File: src/hdl/assert_macros.svh
// Assertion macros used by the top-level RTL file.
`ifndef ASSERT_MACROS_SVH
`define ASSERT_MACROS_SVH
`ifndef SYNTHESIS
`define ASSERT_IMPLIES(label, clk, rst_n, ante, cons, msg) \
    label: assert property (@(posedge clk) disable iff (!rst_n) (ante) |-> (cons)) else $error(msg);
`define ASSERT_NEXT(label, clk, rst_n, ante, cons, msg) \
    label: assert property (@(posedge clk) disable iff (!rst_n) (ante) |=> (cons)) else $error(msg);
`else
`define ASSERT_IMPLIES(label, clk, rst_n, ante, cons, msg)
`define ASSERT_NEXT(label, clk, rst_n, ante, cons, msg)
`endif
`endif

File: src/hdl/bcr_pkg.sv
// Types, constants and helpers of the box collision resolver.
`timescale 1ns / 1ps
package bcr_pkg;

    localparam int FRAC_BITS_DEF = 8;
    localparam int RAD_W         = 20;
    localparam int D2_W          = 2 * RAD_W;
    localparam int VAL_W         = 24;

    // round(v / 5) by reciprocal: (a + 2) * K >> SH
    localparam logic [23:0] FIFTH_K  = 24'd13421773;
    localparam int          FIFTH_SH = 26;

    localparam logic [1:0] CFG_BOX_WIDTH  = 2'd0;
    localparam logic [1:0] CFG_BOX_HEIGHT = 2'd1;
    localparam logic [1:0] CFG_OFFSET_X   = 2'd2;
    localparam logic [1:0] CFG_OFFSET_Y   = 2'd3;

    localparam logic [3:0] SIDE_LEFT   = 4'b0001;
    localparam logic [3:0] SIDE_RIGHT  = 4'b0010;
    localparam logic [3:0] SIDE_TOP    = 4'b0100;
    localparam logic [3:0] SIDE_BOTTOM = 4'b1000;

    typedef struct packed {
        logic               kind;
        logic signed [23:0] self_x;
        logic signed [23:0] self_y;
        logic signed [23:0] other_x;
        logic signed [23:0] other_y;
        logic [11:0]        other_width;
        logic [11:0]        other_height;
        logic [19:0]        other_radius;
        logic signed [23:0] self_vel_x;
        logic signed [23:0] self_vel_y;
        logic signed [23:0] other_vel_y;
    } t_in;

    typedef struct packed {
        logic               hit;
        logic [3:0]         side_bits;
        logic signed [23:0] push_x;
        logic signed [23:0] push_y;
        logic signed [23:0] new_self_vel_x;
        logic signed [23:0] new_self_vel_y;
        logic signed [23:0] new_other_vel_y;
    } t_out;

    typedef struct packed {
        logic             circ;
        t_out             res;
        logic [RAD_W-1:0] adx;
        logic [RAD_W-1:0] ady;
        logic [RAD_W-1:0] rad;
    } t_ctx;

    function automatic logic [VAL_W-1:0] sat_signed(input logic [31:0] mag, input logic neg);
        logic [VAL_W-1:0] res;
        if (neg) begin
            res = (mag > 32'h0080_0000) ? 24'h80_0000 : (~mag[VAL_W-1:0] + 24'd1);
        end else begin
            res = (mag > 32'h007F_FFFF) ? 24'h7F_FFFF : mag[VAL_W-1:0];
        end
        return res;
    endfunction

endpackage

File: src/hdl/bcr_sqrt.sv
// Pipelined integer square root, one root bit per stage.
`timescale 1ns / 1ps
module bcr_sqrt (
    input  logic                       i_clk,
    input  logic                       i_rst_n,
    input  logic                       i_en,
    input  logic                       i_vld,
    input  bcr_pkg::t_ctx              i_ctx,
    input  logic [bcr_pkg::D2_W-1:0]   i_d2,
    output logic                       o_vld,
    output bcr_pkg::t_ctx              o_ctx,
    output logic [bcr_pkg::RAD_W-1:0]  o_len
);
    import bcr_pkg::*;

    localparam int N = RAD_W;

    logic             w_vld [0:N-1];
    t_ctx             w_ctx [0:N-1];
    logic [D2_W-1:0]  w_rem [0:N-1];
    logic [N-1:0]     w_q   [0:N-1];
    logic             r_vld [0:N-1];
    t_ctx             r_ctx [0:N-1];
    logic [D2_W-1:0]  r_rem [0:N-1];
    logic [N-1:0]     r_q   [0:N-1];

    assign w_vld[0] = i_vld;
    assign w_ctx[0] = i_ctx;
    assign w_rem[0] = i_d2;
    assign w_q[0]   = '0;

    for (genvar s = 0; s < N; s++) begin : g_st
        localparam int B = N - 1 - s;
        logic [D2_W+1:0] w_trial;
        logic            w_take;

        if (s > 0) begin : g_link
            assign w_vld[s] = r_vld[s-1];
            assign w_ctx[s] = r_ctx[s-1];
            assign w_rem[s] = r_rem[s-1];
            assign w_q[s]   = r_q[s-1];
        end

        assign w_trial = ((D2_W + 2)'(w_q[s]) << (B + 1)) + ((D2_W + 2)'(1) << (2 * B));
        assign w_take  = {2'b00, w_rem[s]} >= w_trial;

        always_ff @(posedge i_clk) begin
            if (!i_rst_n) begin
                r_vld[s] <= 1'b0;
            end else if (i_en) begin
                r_vld[s] <= w_vld[s];
            end
        end

        always_ff @(posedge i_clk) begin
            if (i_en) begin
                r_ctx[s] <= w_ctx[s];
                r_rem[s] <= w_take ? (w_rem[s] - w_trial[D2_W-1:0]) : w_rem[s];
                r_q[s]   <= w_take ? (w_q[s] | (N'(1) << B)) : w_q[s];
            end
        end
    end

    assign o_vld = r_vld[N-1];
    assign o_ctx = r_ctx[N-1];
    assign o_len = r_q[N-1];

endmodule

File: config.mk
export PLATFORM = sky130hd
export DESIGN_NAME = bcr_sqrt
export DESIGN_NICKNAME = d
export VERILOG_FILES = /design/src/hdl/assert_macros.svh /design/src/hdl/bcr_pkg.sv /design/src/hdl/bcr_sqrt.sv
export SDC_FILE = /design/constraint.sdc
export NUM_CORES = 2
export LEC_CHECK = 0
export ABC_AREA = 1
export BUFFER_PORTS_ARGS = -buffer_cell sky130_fd_sc_hd__buf_2
export CAP_MARGIN = 30
export CORE_UTILIZATION = 56
export CTS_CLUSTER_SIZE = 40
export DETAILED_ROUTE_END_ITERATION = 12
export PLACE_DENSITY = 0.78
export SLEW_MARGIN = 30
export SYNTH_ARGS = -nofsm -noshare
export SYNTH_HDL_FRONTEND = slang
export SYNTH_MEMORY_MAX_BITS = 65536
export SYNTH_SLANG_ARGS = --single-unit
File: constraint.sdc
create_clock -name i_clk -period 3.3 [get_ports i_clk]
set_input_delay 0.165 -clock i_clk [delete_from_list [all_inputs] [get_ports i_clk]]
set_output_delay 0.165 -clock i_clk [all_outputs]
set_load 0.01 [all_outputs]
# [Yosys cells after proc, flatten, opt, wreduce, memory -nomap -nowiden]
# Memory sizes are Yosys's and may differ from the RTL's.
# Cells that the tools add are included.
[totals] reg_bits=0 ram_bits=4940 inputBits=230 elab_cells=148 memories=4
[op_classes] addsub=39 n_lt_le_gt_ge=20 mux=65 bitwise=20
[memory_table] memory="r_ctx" words=20 width=186 read_ports=20 rd_clocked_by_memory_dff=0 wr=20 line="bcr_sqrt.sv:23" source="t_ctx r_ctx [0:N-1];"
[memory_table] memory="r_rem" words=20 width=40 read_ports=19 rd_clocked_by_memory_dff=0 wr=20 line="bcr_sqrt.sv:24" source="logic [D2_W-1:0] r_rem [0:N-1];"
[memory_table] memory="r_q" words=20 width=20 read_ports=20 rd_clocked_by_memory_dff=0 wr=20 line="bcr_sqrt.sv:25" source="logic [N-1:0] r_q [0:N-1];"
[memory_table] memory="r_vld" words=20 width=1 read_ports=20 rd_clocked_by_memory_dff=0 wr=20 line="bcr_sqrt.sv:22" source="logic r_vld [0:N-1];"
[op_table] operator="40-bit two-way mux" count=20
[op_table] operator="39-bit by 37-bit adder with 40-bit output, second input constant" count=1
[op_table] operator="40-bit by 22-bit greater-or-equal comparator with 1-bit output" count=1
[op_table] operator="40-bit by 23-bit greater-or-equal comparator with 1-bit output" count=1
[op_table] operator="40-bit by 24-bit greater-or-equal comparator with 1-bit output" count=1
[op_table] operator="40-bit by 25-bit greater-or-equal comparator with 1-bit output" count=1
[op_table] operator="40-bit by 26-bit greater-or-equal comparator with 1-bit output" count=1
[op_table] operator="40-bit by 27-bit greater-or-equal comparator with 1-bit output" count=1
[op_table] operator="40-bit by 28-bit greater-or-equal comparator with 1-bit output" count=1
[op_table] operator="40-bit by 29-bit greater-or-equal comparator with 1-bit output" count=1
[op_table] operator="40-bit by 30-bit greater-or-equal comparator with 1-bit output" count=1
[op_table] operator="40-bit by 31-bit greater-or-equal comparator with 1-bit output" count=1
[op_table] operator="40-bit by 32-bit greater-or-equal comparator with 1-bit output" count=1
[op_table] operator="40-bit by 33-bit greater-or-equal comparator with 1-bit output" count=1
[op_table] operator="40-bit by 34-bit greater-or-equal comparator with 1-bit output" count=1
[op_table] operator="40-bit by 35-bit greater-or-equal comparator with 1-bit output" count=1
[op_table] operator="40-bit by 36-bit greater-or-equal comparator with 1-bit output" count=1
[op_table] operator="40-bit by 37-bit greater-or-equal comparator with 1-bit output" count=1
[op_table] operator="40-bit by 38-bit greater-or-equal comparator with 1-bit output" count=1
[op_table] operator="40-bit by 39-bit greater-or-equal comparator with 1-bit output" count=1
[op_table] operator="40-bit by 39-bit greater-or-equal comparator with 1-bit output, second input constant" count=1
[op_table] operator="40-bit greater-or-equal comparator" count=1
[op_table] operator="40-bit by 22-bit subtractor with 40-bit output" count=1
[op_table] operator="40-bit by 23-bit subtractor with 40-bit output" count=1
[op_table] operator="other kinds (57)" count=101

# [Logic depth before layout (Yosys ltp)]
[logic_depth] depth_word=4 mapped_depth=15

# [Worst setup path before layout]
# No wires, ideal clock.
[synth_timing] kind="reg-to-reg" from="memory r_rem[4][22] (netlist name)" to="memory r_rem[4][47] (netlist name), data pin" setup_time_ns=0.257 arrival_ns=1.874 required_time_ns=3.043 slack_ns=1.169 stages_incl_launch_ff=15 path_buffers=2 synth_period_minus_slack_ns=2.131 path_cell_list="edfxtp_1 -> ha_1 -> inv_1 -> nor2_1 -> nand2_1 -> nor2_2 -> nand3_1 -> nor2_1 -> nor2_2 -> nand3_4 -> inv_4 -> buf_12 -> buf_8 -> nand2_1 -> o21ai_2"
[synth_rtl] element="start: declaration" line="bcr_sqrt.sv:24"

==> run summary <==
The run finished with clean final reports. The per-cell routed wire length works out to 21.5 microns. The total net switching power was 31.5 mW. The worst setup path is launched from a flop. The final critical path takes up 90.1% of the cycle.

The tools report the clock insertion delay at the later pin of the skew report as 0.99 ns. Endpoint class of the critical path: a flop. The most instantiated library cell after synthesis is sky130_fd_sc_hd__edfxtp_1. Critical path class: flop to flop. The portion of total power attributed to combinational logic came out at 7.5%. The cell family contributing the most delay on the critical path is simple AND/OR/NAND/NOR gates. The shortest period the worst path allows is 2.97 ns, and the post-synthesis net count is 10100. Measured along the x axis, the die boundary spans 547 microns.

The logs give 82100 for the via count of the first global-routing pass and 193000 microns for the post-detailed-placement half-perimeter wirelength. The number of slew-limit violations in the final report came out at 0. The run gives 0 as the max-cap check violation count.

The transition at the pin with the smallest max-transition slack is 0.980 ns. The tightest min-delay check is of the input pin to flop type. The final weighted congestion of routability-driven global placement came out at 0.895. After clock tree synthesis, the clock-pin slew on the worst setup and hold paths is 0.07 ns. Entering global routing, the biggest net connects 176 pins.

The initial antenna violation count was 13. The switching share of total power was 23.6%; the full die area was 299000 sq um. The critical path contains buffers and inverters numbering 2 combined.

At the end of the flow, the number of nets in the layout was 11300. Counting flops with an async set or reset pin after synthesis yields a share of 0%. Counting the buffers created by CTS gives 439. Sequential elements use 85.1% of the synthesized area. The root buffer cell was sky130_fd_sc_hd__clkbuf_16. The number of placement rows was 199; the number of hold violations in the final report was 0. During synthesis, Yosys emitted a total of 0 warnings.

After global routing the overflow that remains totals 0. The top-level I/O count was 437. Synthesis produced 9649 cells.

The most common flop cell mapped by yosys was sky130_fd_sc_hd__edfxtp_1. Adding up every negative setup slack in the final design gives 0 ns. Of the total power, registers draw 54.7%.

The initial utilization of the core area, before any placement, comes to 56.5%. The wire length of the first global-routing pass came out at 492000 microns. On the critical path, the stage with the largest delay is an instance of sky130_fd_sc_hd__edfxtp_1.

Internal power comes to 102 mW. Wires add up to 327000 microns. Count of flip-flops with a built-in enable after synthesis: 4709.

The top achievable clock speed came out at 0.336 GHz. The total power divided by cell area was 695 nW/um^2; the relative max-transition margin was 34.7%. TritonCTS built the clock tree.

The data required time of the worst path was 3.98 ns. The run gives 0 as the final setup violation count. The critical path goes through inv_1 > ha_1 > nand2_1 > nor2_1 > nand3_1 > nor3_1 > nand3_1 > nand2_1 > nor2_2 > buf_4 > o21ai_1. The floorplan die height works out to 547 microns. The commonest cells after synthesis are sky130_fd_sc_hd__edfxtp_1, sky130_fd_sc_hd__nand2_1, sky130_fd_sc_hd__inv_1, sky130_fd_sc_hd__nor2_1, sky130_fd_sc_hd__nand3_1. The tools report the setup clock skew after layout as 0.116 ns. Total DRC errors in the routed layout: 0.

Global routing used 21.8% of the available tracks. For the leakage power, the log shows 70.3 nW. The synthesized design contains 4710 register bits. Cells with a size suffix above 1 make up 11.7% of the layout. The area of all placed cells without fillers came out at 192000 sq um. The core box area is 295000 sq um, and the summed instance area of the synthesized netlist is 166000 sq um. The area overhead of the layout relative to synthesis came out at 15.5%. The H-tree was split into 5 levels. The tools report the maximum count of clock buffers along a single path as 4. The number of sinks driven by the clock tree is 4710. In the routed layout, each cell is associated on average with a via count of 5.22. The post-route antenna net violation count is 0, and the worst endpoint data arrival time is 3.66 ns. The number of port buffers is 436, and the total vias in the final route is 79300.

Setup repair after global routing left no endpoint under its margin. The detailed router finished its first iteration with 6631 violations. The largest total area in the synthesized netlist belongs to sky130_fd_sc_hd__edfxtp_1. Counting distinct cell types in the post-synthesis netlist gives 56.

Averaged over all synthesized cells, the footprint is 17.2 sq um. After detailed placement, the total cell area comes to 173000 sq um. The first detailed-routing pass took 6 iterations. The top cell type's share of synthesized area was 85.0%. The share of total power dissipated in the clock network is 37.8%. The delay of the slowest cell on the worst path was 0.49 ns.

Along the worst path, the maximum fanout reaches 15. Yosys attributes the largest share of cell area to sky130_fd_sc_hd__edfxtp_1, sky130_fd_sc_hd__nand2_1, sky130_fd_sc_hd__inv_1. IR analysis of the VDD net gives a maximum drop of 0.640 mV.
[power groups by stage]
stage	combinational [mW]	clock, mW	sequential, mW
after floorplan	5.95	0	73.1
after global placement	9.37	0	73.9
after detailed placement	9.47	0	74.1
after CTS	9.97	51.3	73.1
after global routing	11.2	53.8	73.4
final	9.99	50.5	73.1
[per-stage QoR]
stage               utilization, %  total power [mW]  setup WS [ns]  hold slack [ns]  cells
finish                        65.2               134          0.326            0.101  15200
CTS                           65.2               134          0.176           0.0130  15200
floorplan                        -              79.0           1.17            0.264   9649
detailed placement            58.8              83.6         0.0802            0.343  13900
global placement              58.8              83.3        0.00992            0.342  13900
global route                  65.2               138         0.0592           0.0570  15200
[final timing paths]
path	from	endpoint	slack [ns]	depth (start not counted)
worst max register to register	r_q[8][17]$_DFFE_PP_	r_rem[2][66]$_DFFE_PP_	0.33	11
worst min register to register	r_ctx[1][367]$_DFFE_PP_	r_ctx[1][553]$_DFFE_PP_	0.37	0
worst max-delay path	r_q[8][17]$_DFFE_PP_	r_rem[2][66]$_DFFE_PP_	0.33	11
worst min-delay path	i_vld	r_vld[0][0]$_DFFE_PP_	0.10	4
[worst reg2reg max path: stages (launching register included)]
cell                       delay (ns)
sky130_fd_sc_hd__edfxtp_1        0.49
sky130_fd_sc_hd__inv_1           0.08
sky130_fd_sc_hd__ha_1            0.37
sky130_fd_sc_hd__nand2_1         0.11
sky130_fd_sc_hd__nor2_1          0.23
sky130_fd_sc_hd__nand3_1         0.26
sky130_fd_sc_hd__nor3_1          0.21
sky130_fd_sc_hd__nand3_1         0.23
sky130_fd_sc_hd__nand2_1         0.14
sky130_fd_sc_hd__nor2_2          0.10
sky130_fd_sc_hd__buf_4           0.23
sky130_fd_sc_hd__o21ai_1         0.27
[cell type report]
type | count | area, sq um
Antenna cell | 8 | 20.0
Clock buffer | 523 | 11300
Clock inverter | 292 | 3040
Fill cell | 19500 | 102000
Inverter | 815 | 3070
Multi-Input combinational cell | 3896 | 20100
Sequential cell | 4710 | 141000
Tap cell | 3919 | 4900
Timing Repair Buffer | 1019 | 8260
[layout by cell type (no fill, tap or decap), types with 83 or more instances in the layout]
master                          count
sky130_fd_sc_hd__ha_1             226
sky130_fd_sc_hd__nand2_1         1528
sky130_fd_sc_hd__a21oi_1          301
sky130_fd_sc_hd__inv_1            810
sky130_fd_sc_hd__nand4_1          106
sky130_fd_sc_hd__buf_2            435
sky130_fd_sc_hd__dlygate4sd3_1    455
sky130_fd_sc_hd__nor3_1            99
sky130_fd_sc_hd__clkinv_1          92
sky130_fd_sc_hd__buf_4             84
sky130_fd_sc_hd__o21ai_0          193
sky130_fd_sc_hd__xor2_1           101
sky130_fd_sc_hd__clkbuf_16        441
sky130_fd_sc_hd__nand3_1          334
sky130_fd_sc_hd__xnor2_1           87
sky130_fd_sc_hd__edfxtp_1        4709
sky130_fd_sc_hd__clkinv_2          83
sky130_fd_sc_hd__nor2_1           632
[layer usage]
layer	track usage [%]	part of all wire [%]	wire, microns	vias to the layer above
li1	-	-	-	37400
met2	38.8	52	169000	2224
met5	0	0.016	52	-
met4	7.50	3.2	10500	8
met1	27.6	41	133000	39100
met3	2.71	4.4	14500	606
[state kept, by name, indices dropped and copies added (netlist names)]
signal  cells
r_ctx    3720
r_q       210
r_vld      20
r_rem     760
[cell families after synthesis]
kind of cell,count (synthesis),share of synthesized area [%]
AO/OA/AOI/OAI,605,2.03
flip-flops,4710,85.1
buffers and inverters,1043,2.88
AND/OR/NAND/NOR,2877,7.34
XOR/XNOR,188,0.990
adder cells (fa/ha/maj),226,1.70
[timing repair]
item,4_1_cts,5_1_grt
hold buffers,455,0
endpoints found under the setup margin,1,0
buffers inserted,0,0
endpoints found under the hold margin,629,0
resized for setup,1,0
No activity file was read; power rests on OpenSTA's default activity.
