[src/hdl/assert_macros.svh]
// Assertion macros used by the top-level RTL file.
`ifndef ASSERT_MACROS_SVH
`define ASSERT_MACROS_SVH
`ifndef SYNTHESIS
`define ASSERT_IMPLIES(label, clk, rst_n, ante, cons, msg) \
    label: assert property (@(posedge clk) disable iff (!rst_n) (ante) |-> (cons)) else $error(msg);
`define ASSERT_NEXT(label, clk, rst_n, ante, cons, msg) \
    label: assert property (@(posedge clk) disable iff (!rst_n) (ante) |=> (cons)) else $error(msg);
`else
`define ASSERT_IMPLIES(label, clk, rst_n, ante, cons, msg)
`define ASSERT_NEXT(label, clk, rst_n, ante, cons, msg)
`endif
`endif

[src/hdl/bcr_pkg.sv]
// Types, constants and helpers of the box collision resolver.
`timescale 1ns / 1ps
package bcr_pkg;

    localparam int FRAC_BITS_DEF = 8;
    localparam int RAD_W         = 20;
    localparam int D2_W          = 2 * RAD_W;
    localparam int VAL_W         = 24;

    // round(v / 5) by reciprocal: (a + 2) * K >> SH
    localparam logic [23:0] FIFTH_K  = 24'd13421773;
    localparam int          FIFTH_SH = 26;

    localparam logic [1:0] CFG_BOX_WIDTH  = 2'd0;
    localparam logic [1:0] CFG_BOX_HEIGHT = 2'd1;
    localparam logic [1:0] CFG_OFFSET_X   = 2'd2;
    localparam logic [1:0] CFG_OFFSET_Y   = 2'd3;

    localparam logic [3:0] SIDE_LEFT   = 4'b0001;
    localparam logic [3:0] SIDE_RIGHT  = 4'b0010;
    localparam logic [3:0] SIDE_TOP    = 4'b0100;
    localparam logic [3:0] SIDE_BOTTOM = 4'b1000;

    typedef struct packed {
        logic               kind;
        logic signed [23:0] self_x;
        logic signed [23:0] self_y;
        logic signed [23:0] other_x;
        logic signed [23:0] other_y;
        logic [11:0]        other_width;
        logic [11:0]        other_height;
        logic [19:0]        other_radius;
        logic signed [23:0] self_vel_x;
        logic signed [23:0] self_vel_y;
        logic signed [23:0] other_vel_y;
    } t_in;

    typedef struct packed {
        logic               hit;
        logic [3:0]         side_bits;
        logic signed [23:0] push_x;
        logic signed [23:0] push_y;
        logic signed [23:0] new_self_vel_x;
        logic signed [23:0] new_self_vel_y;
        logic signed [23:0] new_other_vel_y;
    } t_out;

    typedef struct packed {
        logic             circ;
        t_out             res;
        logic [RAD_W-1:0] adx;
        logic [RAD_W-1:0] ady;
        logic [RAD_W-1:0] rad;
    } t_ctx;

    function automatic logic [VAL_W-1:0] sat_signed(input logic [31:0] mag, input logic neg);
        logic [VAL_W-1:0] res;
        if (neg) begin
            res = (mag > 32'h0080_0000) ? 24'h80_0000 : (~mag[VAL_W-1:0] + 24'd1);
        end else begin
            res = (mag > 32'h007F_FFFF) ? 24'h7F_FFFF : mag[VAL_W-1:0];
        end
        return res;
    endfunction

endpackage

[src/hdl/bcr_front.sv]
// Front stages: box centers, box test and response, circle clamp and distance.
`timescale 1ns / 1ps
module bcr_front #(
    parameter int FRAC_BITS = bcr_pkg::FRAC_BITS_DEF
) (
    input  logic                              i_clk,
    input  logic                              i_rst_n,
    input  logic                              i_en,
    input  logic                              i_vld,
    input  bcr_pkg::t_in                      i_data,
    input  logic [11:0]                       i_box_width,
    input  logic [11:0]                       i_box_height,
    input  logic [23:0]                       i_offset_x,
    input  logic [23:0]                       i_offset_y,
    output logic                              o_vld,
    output bcr_pkg::t_ctx                     o_ctx,
    output logic [bcr_pkg::D2_W-1:0]          o_d2
);
    import bcr_pkg::*;

    localparam int HW_W = 12 + FRAC_BITS;
    localparam int MX_W = (HW_W > VAL_W) ? HW_W : VAL_W;
    localparam int CW   = MX_W + 3;
    localparam int PW   = 48;

    // stage a
    logic [HW_W:0]   w_ws, w_hs, w_ows, w_ohs;
    logic [HW_W-1:0] w_hw, w_hh;
    logic [CW-1:0]   w_cx, w_cy;
    logic            r_a_vld;
    t_in             r_a_in;
    logic [CW-1:0]   r_a_cx, r_a_cy;
    logic [HW_W-1:0] r_a_hw, r_a_hh, r_a_sumx, r_a_sumy;

    assign w_ws  = (HW_W + 1)'(i_box_width) << FRAC_BITS;
    assign w_hs  = (HW_W + 1)'(i_box_height) << FRAC_BITS;
    assign w_ows = (HW_W + 1)'(i_data.other_width) << FRAC_BITS;
    assign w_ohs = (HW_W + 1)'(i_data.other_height) << FRAC_BITS;
    assign w_hw  = w_ws[HW_W:1];
    assign w_hh  = w_hs[HW_W:1];
    assign w_cx  = {{(CW-VAL_W){i_data.self_x[23]}}, i_data.self_x}
                 + {{(CW-HW_W){1'b0}}, w_hw}
                 + {{(CW-VAL_W){i_offset_x[23]}}, i_offset_x};
    assign w_cy  = {{(CW-VAL_W){i_data.self_y[23]}}, i_data.self_y}
                 + {{(CW-HW_W){1'b0}}, w_hh}
                 + {{(CW-VAL_W){i_offset_y[23]}}, i_offset_y};

    // stage b
    logic [CW-1:0] w_ox, w_oy, w_hwe, w_hhe, w_difx, w_dify;
    logic [CW-1:0] w_lox, w_hix, w_loy, w_hiy, w_clx, w_cly;
    logic          r_b_vld;
    t_in           r_b_in;
    logic [CW-1:0] r_b_adx, r_b_ady, r_b_dx, r_b_dy;
    logic [HW_W-1:0] r_b_sumx, r_b_sumy;
    logic          r_b_ltx, r_b_lty;

    assign w_ox   = {{(CW-VAL_W){r_a_in.other_x[23]}}, r_a_in.other_x};
    assign w_oy   = {{(CW-VAL_W){r_a_in.other_y[23]}}, r_a_in.other_y};
    assign w_hwe  = {{(CW-HW_W){1'b0}}, r_a_hw};
    assign w_hhe  = {{(CW-HW_W){1'b0}}, r_a_hh};
    assign w_difx = w_ox - r_a_cx;
    assign w_dify = w_oy - r_a_cy;
    assign w_lox  = r_a_cx - w_hwe;
    assign w_hix  = r_a_cx + w_hwe;
    assign w_loy  = r_a_cy - w_hhe;
    assign w_hiy  = r_a_cy + w_hhe;
    assign w_clx  = ($signed(w_ox) > $signed(w_hix)) ? w_hix :
                    (($signed(w_ox) < $signed(w_lox)) ? w_lox : w_ox);
    assign w_cly  = ($signed(w_oy) > $signed(w_hiy)) ? w_hiy :
                    (($signed(w_oy) < $signed(w_loy)) ? w_loy : w_oy);

    // stage c
    logic [CW-1:0]      w_acx, w_acy;
    logic signed [23:0] w_vsel;
    logic [23:0]        w_av;
    logic               r_c_vld;
    t_in                r_c_in;
    logic               r_c_ltx, r_c_lty, r_c_bhit, r_c_horiz, r_c_vpos, r_c_big;
    logic [HW_W-1:0]    r_c_penx, r_c_peny;
    logic [PW-1:0]      r_c_prod;
    logic [RAD_W-1:0]   r_c_adx, r_c_ady;
    logic [D2_W-1:0]    r_c_sqx, r_c_sqy, r_c_rr;
    logic [HW_W-1:0]    w_penx, w_peny;

    assign w_acx  = r_b_dx[CW-1] ? (~r_b_dx + CW'(1)) : r_b_dx;
    assign w_acy  = r_b_dy[CW-1] ? (~r_b_dy + CW'(1)) : r_b_dy;
    assign w_vsel = r_b_lty ? r_b_in.other_vel_y : r_b_in.self_vel_y;
    assign w_av   = w_vsel[23] ? (~w_vsel + 24'd1) : w_vsel;
    assign w_penx = r_b_sumx - r_b_adx[HW_W-1:0];
    assign w_peny = r_b_sumy - r_b_ady[HW_W-1:0];

    // stage d
    logic [D2_W:0]      w_d2;
    logic               w_chit;
    logic [23:0]        w_q, w_fifth, w_ppx, w_ppy;
    t_ctx               w_ctx;
    logic               r_d_vld;
    t_ctx               r_d_ctx;
    logic [D2_W-1:0]    r_d_d2;

    assign w_d2    = {1'b0, r_c_sqx} + {1'b0, r_c_sqy};
    assign w_chit  = !r_c_big && (w_d2 < {1'b0, r_c_rr});
    assign w_q     = 24'(r_c_prod >> FIFTH_SH);
    assign w_fifth = r_c_vpos ? (~w_q + 24'd1) : w_q;
    assign w_ppx   = sat_signed(32'(r_c_penx), r_c_ltx);
    assign w_ppy   = sat_signed(32'(r_c_peny), r_c_lty);

    always_comb begin
        w_ctx                     = '0;
        w_ctx.circ                = r_c_in.kind;
        w_ctx.adx                 = r_c_adx;
        w_ctx.ady                 = r_c_ady;
        w_ctx.rad                 = r_c_in.other_radius;
        w_ctx.res.new_self_vel_x  = r_c_in.self_vel_x;
        w_ctx.res.new_self_vel_y  = r_c_in.self_vel_y;
        w_ctx.res.new_other_vel_y = r_c_in.other_vel_y;
        if (r_c_in.kind) begin
            w_ctx.res.hit = w_chit;
            if (w_chit) begin
                w_ctx.res.side_bits = (r_c_ltx ? SIDE_LEFT : SIDE_RIGHT)
                                    | (r_c_lty ? SIDE_TOP : SIDE_BOTTOM);
            end
        end else if (r_c_bhit) begin
            w_ctx.res.hit = 1'b1;
            if (r_c_horiz) begin
                w_ctx.res.side_bits      = r_c_ltx ? SIDE_LEFT : SIDE_RIGHT;
                w_ctx.res.push_x         = w_ppx;
                w_ctx.res.new_self_vel_x = '0;
            end else if (r_c_lty) begin
                w_ctx.res.side_bits       = SIDE_TOP;
                w_ctx.res.push_y          = w_ppy;
                w_ctx.res.new_self_vel_y  = '0;
                w_ctx.res.new_other_vel_y = w_fifth;
            end else begin
                w_ctx.res.side_bits       = SIDE_BOTTOM;
                w_ctx.res.push_y          = w_ppy;
                w_ctx.res.new_self_vel_y  = w_fifth;
                w_ctx.res.new_other_vel_y = '0;
            end
        end
    end

    always_ff @(posedge i_clk) begin
        if (!i_rst_n) begin
            r_a_vld <= 1'b0;
            r_b_vld <= 1'b0;
            r_c_vld <= 1'b0;
            r_d_vld <= 1'b0;
        end else if (i_en) begin
            r_a_vld <= i_vld;
            r_b_vld <= r_a_vld;
            r_c_vld <= r_b_vld;
            r_d_vld <= r_c_vld;
        end
    end

    always_ff @(posedge i_clk) begin
        if (i_en) begin
            r_a_in   <= i_data;
            r_a_cx   <= w_cx;
            r_a_cy   <= w_cy;
            r_a_hw   <= w_hw;
            r_a_hh   <= w_hh;
            r_a_sumx <= w_hw + w_ows[HW_W:1];
            r_a_sumy <= w_hh + w_ohs[HW_W:1];

            r_b_in   <= r_a_in;
            r_b_adx  <= w_difx[CW-1] ? (~w_difx + CW'(1)) : w_difx;
            r_b_ady  <= w_dify[CW-1] ? (~w_dify + CW'(1)) : w_dify;
            r_b_dx   <= w_ox - w_clx;
            r_b_dy   <= w_oy - w_cly;
            r_b_sumx <= r_a_sumx;
            r_b_sumy <= r_a_sumy;
            r_b_ltx  <= $signed(r_a_cx) < $signed(w_ox);
            r_b_lty  <= $signed(r_a_cy) < $signed(w_oy);

            r_c_in    <= r_b_in;
            r_c_ltx   <= r_b_ltx;
            r_c_lty   <= r_b_lty;
            r_c_bhit  <= (r_b_adx <= CW'(r_b_sumx)) && (r_b_ady <= CW'(r_b_sumy));
            r_c_horiz <= w_penx < w_peny;
            r_c_penx  <= w_penx;
            r_c_peny  <= w_peny;
            r_c_vpos  <= !w_vsel[23];
            r_c_prod  <= (w_av + 24'd2) * FIFTH_K;
            r_c_big   <= (|w_acx[CW-1:RAD_W]) || (|w_acy[CW-1:RAD_W]);
            r_c_adx   <= w_acx[RAD_W-1:0];
            r_c_ady   <= w_acy[RAD_W-1:0];
            r_c_sqx   <= w_acx[RAD_W-1:0] * w_acx[RAD_W-1:0];
            r_c_sqy   <= w_acy[RAD_W-1:0] * w_acy[RAD_W-1:0];
            r_c_rr    <= r_b_in.other_radius * r_b_in.other_radius;

            r_d_ctx <= w_ctx;
            r_d_d2  <= w_d2[D2_W-1:0];
        end
    end

    assign o_vld = r_d_vld;
    assign o_ctx = r_d_ctx;
    assign o_d2  = r_d_d2;

endmodule

[config.mk]
export PLATFORM = sky130hd
export DESIGN_NAME = bcr_front
export DESIGN_NICKNAME = d
export VERILOG_FILES = /design/src/hdl/assert_macros.svh /design/src/hdl/bcr_pkg.sv /design/src/hdl/bcr_front.sv
export SDC_FILE = /design/constraint.sdc
export NUM_CORES = 2
export LEC_CHECK = 0
export BUFFER_PORTS_ARGS = -buffer_cell sky130_fd_sc_hd__buf_2
export CAP_MARGIN = 20
export CELL_PAD_IN_SITES_DETAIL_PLACEMENT = 1
export CELL_PAD_IN_SITES_GLOBAL_PLACEMENT = 1
export CORE_MARGIN = 2
export CORE_UTILIZATION = 40
export DETAILED_ROUTE_END_ITERATION = 12
export GPL_ROUTABILITY_DRIVEN = 0
export PLACE_DENSITY_LB_ADDON = 0.1
export SLEW_MARGIN = 20
export SYNTH_ARGS = -nofsm -noshare
export SYNTH_HDL_FRONTEND = slang
export SYNTH_SLANG_ARGS = --single-unit
[constraint.sdc]
create_clock -name i_clk -period 10.9 [get_ports i_clk]
set_clock_uncertainty 0.1 [all_clocks]
set_input_delay 1.635 -clock i_clk [delete_from_list [all_inputs] [get_ports i_clk]]
set_output_delay 1.635 -clock i_clk [all_outputs]
set_load 0.005 [all_outputs]
Word-level counts from Yosys, hierarchy flattened
Cells that the tools add are included.
{ "op_classes": {"magnitude_cmp": 10, "n_addsub": 26, "n_mul": 4, "n_mux": 25, "div": 0, "shift": 0, "n_bitwise": 13, "n_reduce_logical": 11, "n_eq_ne": 0} }
{ "op_table": {"columns": ["cell", "n"], "rows": [
  ["24-bit 2-to-1 mux", 8],
  ["27-bit 2-to-1 mux", 6],
  ["125-bit 2-to-1 mux", 1],
  ["20-bit by 20-bit multiplier with 40-bit output", 3],
  ["27-bit by 1-bit adder with 27-bit output, second input constant", 4],
  ["27-bit inverter", 4],
  ["27-bit subtractor", 4],
  ["24-bit by 1-bit adder with 24-bit output, second input constant", 4],
  ["48-bit 2-to-1 mux", 2],
  ["72-bit 2-to-1 mux", 1],
  ["27-bit by 19-bit adder with 27-bit output", 2],
  ["24-bit by 27-bit greater-than comparator with 1-bit output", 2],
  ["27-bit by 20-bit <= comparator with 1-bit output", 2],
  ["24-bit by 27-bit less-than comparator with 1-bit output", 2],
  ["27-bit by 24-bit less-than comparator with 1-bit output", 2],
  ["27-bit by 19-bit subtractor with 27-bit output", 2],
  ["25-bit by 24-bit adder with 26-bit output", 2],
  ["26-bit 2-to-1 mux", 2],
  ["24-bit by 20-bit adder with 25-bit output", 2],
  ["25-bit by 24-bit multiplier with 48-bit output, second input constant", 1],
  ["20-bit inverter with 24-bit output", 2],
  ["40-bit by 40-bit adder with 41-bit output", 1],
  ["41-bit by 40-bit less-than comparator with 1-bit output", 1],
  ["19-bit by 19-bit adder with 20-bit output", 2],
  ["16 further kinds", 27]
]} }
{ "totals": {"mem_count": 0, "romBits": 0, "latchBits": 0, "ramBits": 0, "regBits": 1079, "input_bits": 289} }

Depth between registers and ports, before layout
{ "depth": {"ltp_word": 7, "depth_mapped": 42} }

Least setup slack after synthesis
No wires, ideal clock.
{ "synth_path": {"path_type": "reg2reg", "from": "register r_b_lty", "to": "register r_c_prod[47], data pin", "arrival_ns": 9.626, "synth_period_minus_slack_ns": 9.987, "setup_ns": 0.262, "path_buffers": 5, "path_stages_with_launch": 39, "slack_ns": 0.913, "cell_sequence": "edfxtp_1 -> buf_4 -> buf_2 -> buf_4 -> buf_4 -> buf_2 -> mux2i_1 -> ha_1 -> o2111ai_2 -> nor4_4 -> xor2_1 -> a41oi_1 -> nand2b_1 -> or2_1 -> nand2_1 -> a22oi_1 -> xnor2_1 -> ha_1 -> (+3 left out) -> fa_1 -> inv_1 -> fa_1 -> fa_1 -> inv_1 -> fa_1 -> inv_1 -> ha_1 -> nand4_1 -> or4_1 -> a221oi_1 -> o311ai_1 -> nand2_1 -> a31oi_1 -> o31ai_1 -> nand3_1 -> a211oi_1 -> xnor2_1"} }
{ "synth_between": {"elab_chain_cells": 6} }
{ "synth_rtl": {"columns": ["element", "line_no", "source"], "rows": [
  ["from (decl)", "bcr_front.sv:55", "logic r_b_ltx, r_b_lty;"],
  ["from (signal assigned)", "bcr_front.sv:175", "r_b_lty <= $signed(r_a_cy) < $signed(w_oy);"],
  ["24-bit 2-to-1 mux *", "bcr_front.sv:87", "assign w_vsel = r_b_lty ? r_b_in.other_vel_y : r_b_in.self_vel_y;"],
  ["24-bit inverter", "bcr_front.sv:88", "assign w_av = w_vsel[23] ? (~w_vsel + 24'd1) : w_vsel;"],
  ["24-bit by 1-bit adder with 24-bit output", "bcr_front.sv:88", null],
  ["24-bit 2-to-1 mux *", "bcr_front.sv:88", null],
  ["24-bit by 2-bit adder with 25-bit output *", "bcr_front.sv:185", "r_c_prod <= (w_av + 24'd2) * FIFTH_K;"],
  ["25-bit by 24-bit multiplier with 48-bit output *", "bcr_front.sv:185", null],
  ["to (signal assigned)", "bcr_front.sv:185", null],
  ["to (decl)", "bcr_front.sv:80", "logic [PW-1:0] r_c_prod;"]
]} }
Every way passes the cells marked *; elsewhere a longest branch is shown, timed or not.
A chain may end at the register's enable or synchronous reset.

Final worst setup path
{ "layout_path": {"from": "register r_b_lty", "to": "register r_c_prod[37], data pin"} }
The elaborated chain is that of the path after synthesis.

==> parameters.txt <==
Parameter                              Value

Run status
  Run status ... finished clean

Finish
  Most frequent cells in the layout ... inv_1, ha_1, fa_1, edfxtp_1, nor2_1
  Fillcell total ... ~28000
  Layout cell share with drive strength beyond 1 ... under 10%
  Non-filler instance count after layout ... ~13000
  Design Area, Final ... approximately 110000 sq um
  Most common cell after layout, fill and taps aside ... inv_1
  Synthesis-to-finish area growth ... 11.5%
  Final net count ... ~13000

Clocking
  CTS HTree Levels ... 3
  Clock transition time at the flip-flop clock pins of the worst setup and hold paths ... ~0.06 ns
  Bufs on Longest Clock Path ... 3
  Source-to-sink clock delay at the later pin of the worst-skew pair ... roughly 0.83 ns
  Clock buffer count from CTS ... approximately 120
  Number of sinks driven by the clock tree ... 1017
  Root buffer cell ... clkbuf_16
  CTS tree ... done

Setup path
  Buf/Inv on CP ... 6
  Endpoint required time on the critical path ... 11.37 ns
  Maximum net fanout on the critical path ... 6
  CP peak stage delay ... slightly below 0.6 ns
  Type of element capturing the critical path ... flop
  Sort of element at the start of the critical path ... flop
  Crit path arrival time ... 10.79 ns
  Worst Setup Path Type ... reg -> reg
  Cell repeated most along the worst path ... fa_1
  Critical path's top delay family ... adder cells
  Crit path max-delay cell type ... fa_1

Synth
  Share of the synthesized area in the top cell type ... 30.4%
  Synthesized area divided by synthesized cell count ... 10.6 sq um
  Synthesized instance count ... 9425
  Share of synthesized flip-flops with an asynchronous set or reset ... 0%
  Sequential share of the synthesized area ... a little under a third
  Main area contributors after synthesis ... edfxtp_1, fa_1, ha_1
  Distinct cells, synth ... 104
  Count of flip-flops with a built-in enable after synthesis ... a little over 1000
  Library cell with the largest summed area after synthesis ... edfxtp_1
  Primary flip-flop cell chosen by synthesis mapping ... edfxtp_1
  Syn. warnings ... 0
  #FFs+latches synth ... between 1000 and 1500
  Synthesized area ... 100000 sq um

Place
  Total placed instance area ... ~110000 sq um
  Placement Setup Slack ... 0.113 ns
  Estimated wirelength of the detail-placed design ... 238000 microns
  Number of placed cells counting well taps ... between 10000 and 15000
  IO Port Bufs ... slightly above 500

Timing
  Achievable clock frequency ... 0.0970 GHz
  Minimum period implied by the final worst setup slack ... just over 10 ns
  Share of the clock period used by the worst path after layout ... a little over nine tenths
  Post-layout worst setup margin ... ~0.59 ns
  Transition time at the pin with the least slew margin ... between 1 and 1.5 ns
  Final max-slew violation count ... 0
  Final-layout setup total negative slack ... 0 ns
  Max-slew headroom at the worst pin ... between 20 and 30%
  Endpoints failing hold ... 0
  Final-report setup violation count ... 0

Job
  Max-capacitance violation count ... 0

Floorplan
  Die outline width ... a little over 500 microns
  Y dimension of the die ... ~500 microns
  Number of ports placed on the die boundary ... just over 500
  Overall die area ... roughly 250000 sq um
  Total core area ... between 200000 and 250000 sq um
  Num rows ... 183
  Initial cell density of the core ... about two fifths

GRT
  Global-route wire length before repair ... around 450000 microns
  Most heavily used metal layer in global routing ... met2
  Number of global-route vias before repair ... 77000
  Antenna violations before repair ... 17
  GR Util All Layers ... a little under a quarter
  Met2 Track Usage GR ... between 30% and 40%
  Met1 Use GR ... 31.1%
  Pin count of the biggest net entering global routing ... between 150 and 200
  Total gr overflow ... 0
  M3 GR Usage ... between 3 and 4%

Drt
  Post-route DRC ... 0
  Post-DRT Antenna Nets ... 0
  Vias per cell ... 5.16
  DR pass1 iterations ... 5
  Total via count in the routed design ... 69500
  Initial DRC Count ... approximately 3900
  Wirelength, routed ... 286000 microns
  Wire length per cell after detailed routing ... between 20 and 25 microns

Worst hold path
  Path category of the worst min-delay check ... reg -> reg
sequential cells by signal (all words and copies together) (netlist names), 38 cells and up:
| signal | count |
|---|---|
| r_c_rr | 38 |
| r_b_in | 93 |
| o_ctx | 186 |
| r_a_in | 141 |
| r_c_sqy | 38 |
| r_c_in | 93 |
| r_c_sqx | 38 |
| o_d2 | 40 |
synthesized netlist by cell type (15+ instances only):
master / count
xor2_1: 227
inv_2: 19
ha_1: 1223
nand2b_1: 76
or3_1: 42
nand3_1: 73
nor2_1: 646
fa_1: 1106
and2_1: 147
a21boi_0: 17
or2_2: 18
a21o_1: 207
a2111oi_0: 17
clkbuf_1: 149
o21bai_1: 50
or4_1: 24
o31ai_1: 57
a21oi_1: 432
o21a_1: 76
mux2i_1: 42
nor2b_1: 79
a211oi_1: 36
nor4_1: 21
edfxtp_1: 1013
a31oi_1: 38
o211ai_1: 23
inv_1: 1801
nor3_1: 111
nor3b_1: 15
o41ai_1: 27
o21ai_0: 279
o21ai_1: 22
and3_1: 33
nand4_1: 53
xnor2_1: 396
nand2_1: 539
metal layers:
layer | wire [microns] | part of all wire [%]
met1 | 131000 | 46
met2 | 135000 | 47
met3 | 13400 | 4.7
met4 | 6340 | 2.2
met5 | 75 | 0.026
worst paths after layout:
check | cells past startpoint | end | slack, ns | startpoint
max | 34 | r_c_prod[37] | 0.59 | r_b_lty
min | 0 | r_b_sumx[18] | 0.29 | r_a_sumx[18]
max reg2reg | 34 | r_c_prod[37] | 0.59 | r_b_lty
min reg2reg | 0 | r_b_sumx[18] | 0.29 | r_a_sumx[18]
per-stage QoR:
step	hold WS, ns	util, %
after detailed placement	0.305	43.1
after global routing	0.301	44.9
after global placement	0.301	43.1
after floorplan	0.300	-
after CTS	0.285	44.9
final	0.286	44.9
area by class of cell:
class | count | area (sq um) | share of cell area, %
Multi-Input combinational cell | 6418 | 62200 | 55.8
Sequential cell | 1017 | 30500 | 27.3
Inverter | 1833 | 6880 | 6.16
Tap cell | 3330 | 4170 | 3.73
Timing Repair Buffer | 635 | 3550 | 3.18
Clock buffer | 139 | 3120 | 2.79
Clock inverter | 88 | 1170 | 1.05
Antenna cell | 1 | 2.50 | 0.00224
logic make-up after synthesis:
kind of cell    count (synthesis)  share of synthesized area (%)
compound gates               1469                           9.49
xor+xnor                      625                           5.48
fa+ha+maj                    2329                           37.4
buf+inv                      1997                           7.51
flops                        1017                           30.5
mux                            56                          0.581
other cells                     2                        0.00750
simple gates                 1930                           9.07
repair_timing:
action / CTS / global route
hold buffers: 0 / 0
setup endpoints to repair: 0 / 15
resized for setup: 0 / 10
setup buffers: 0 / 0
Power is left out: the tool's default activity adds up to more than one toggle a clock period on the data nets, which glitch-free logic cannot reach.
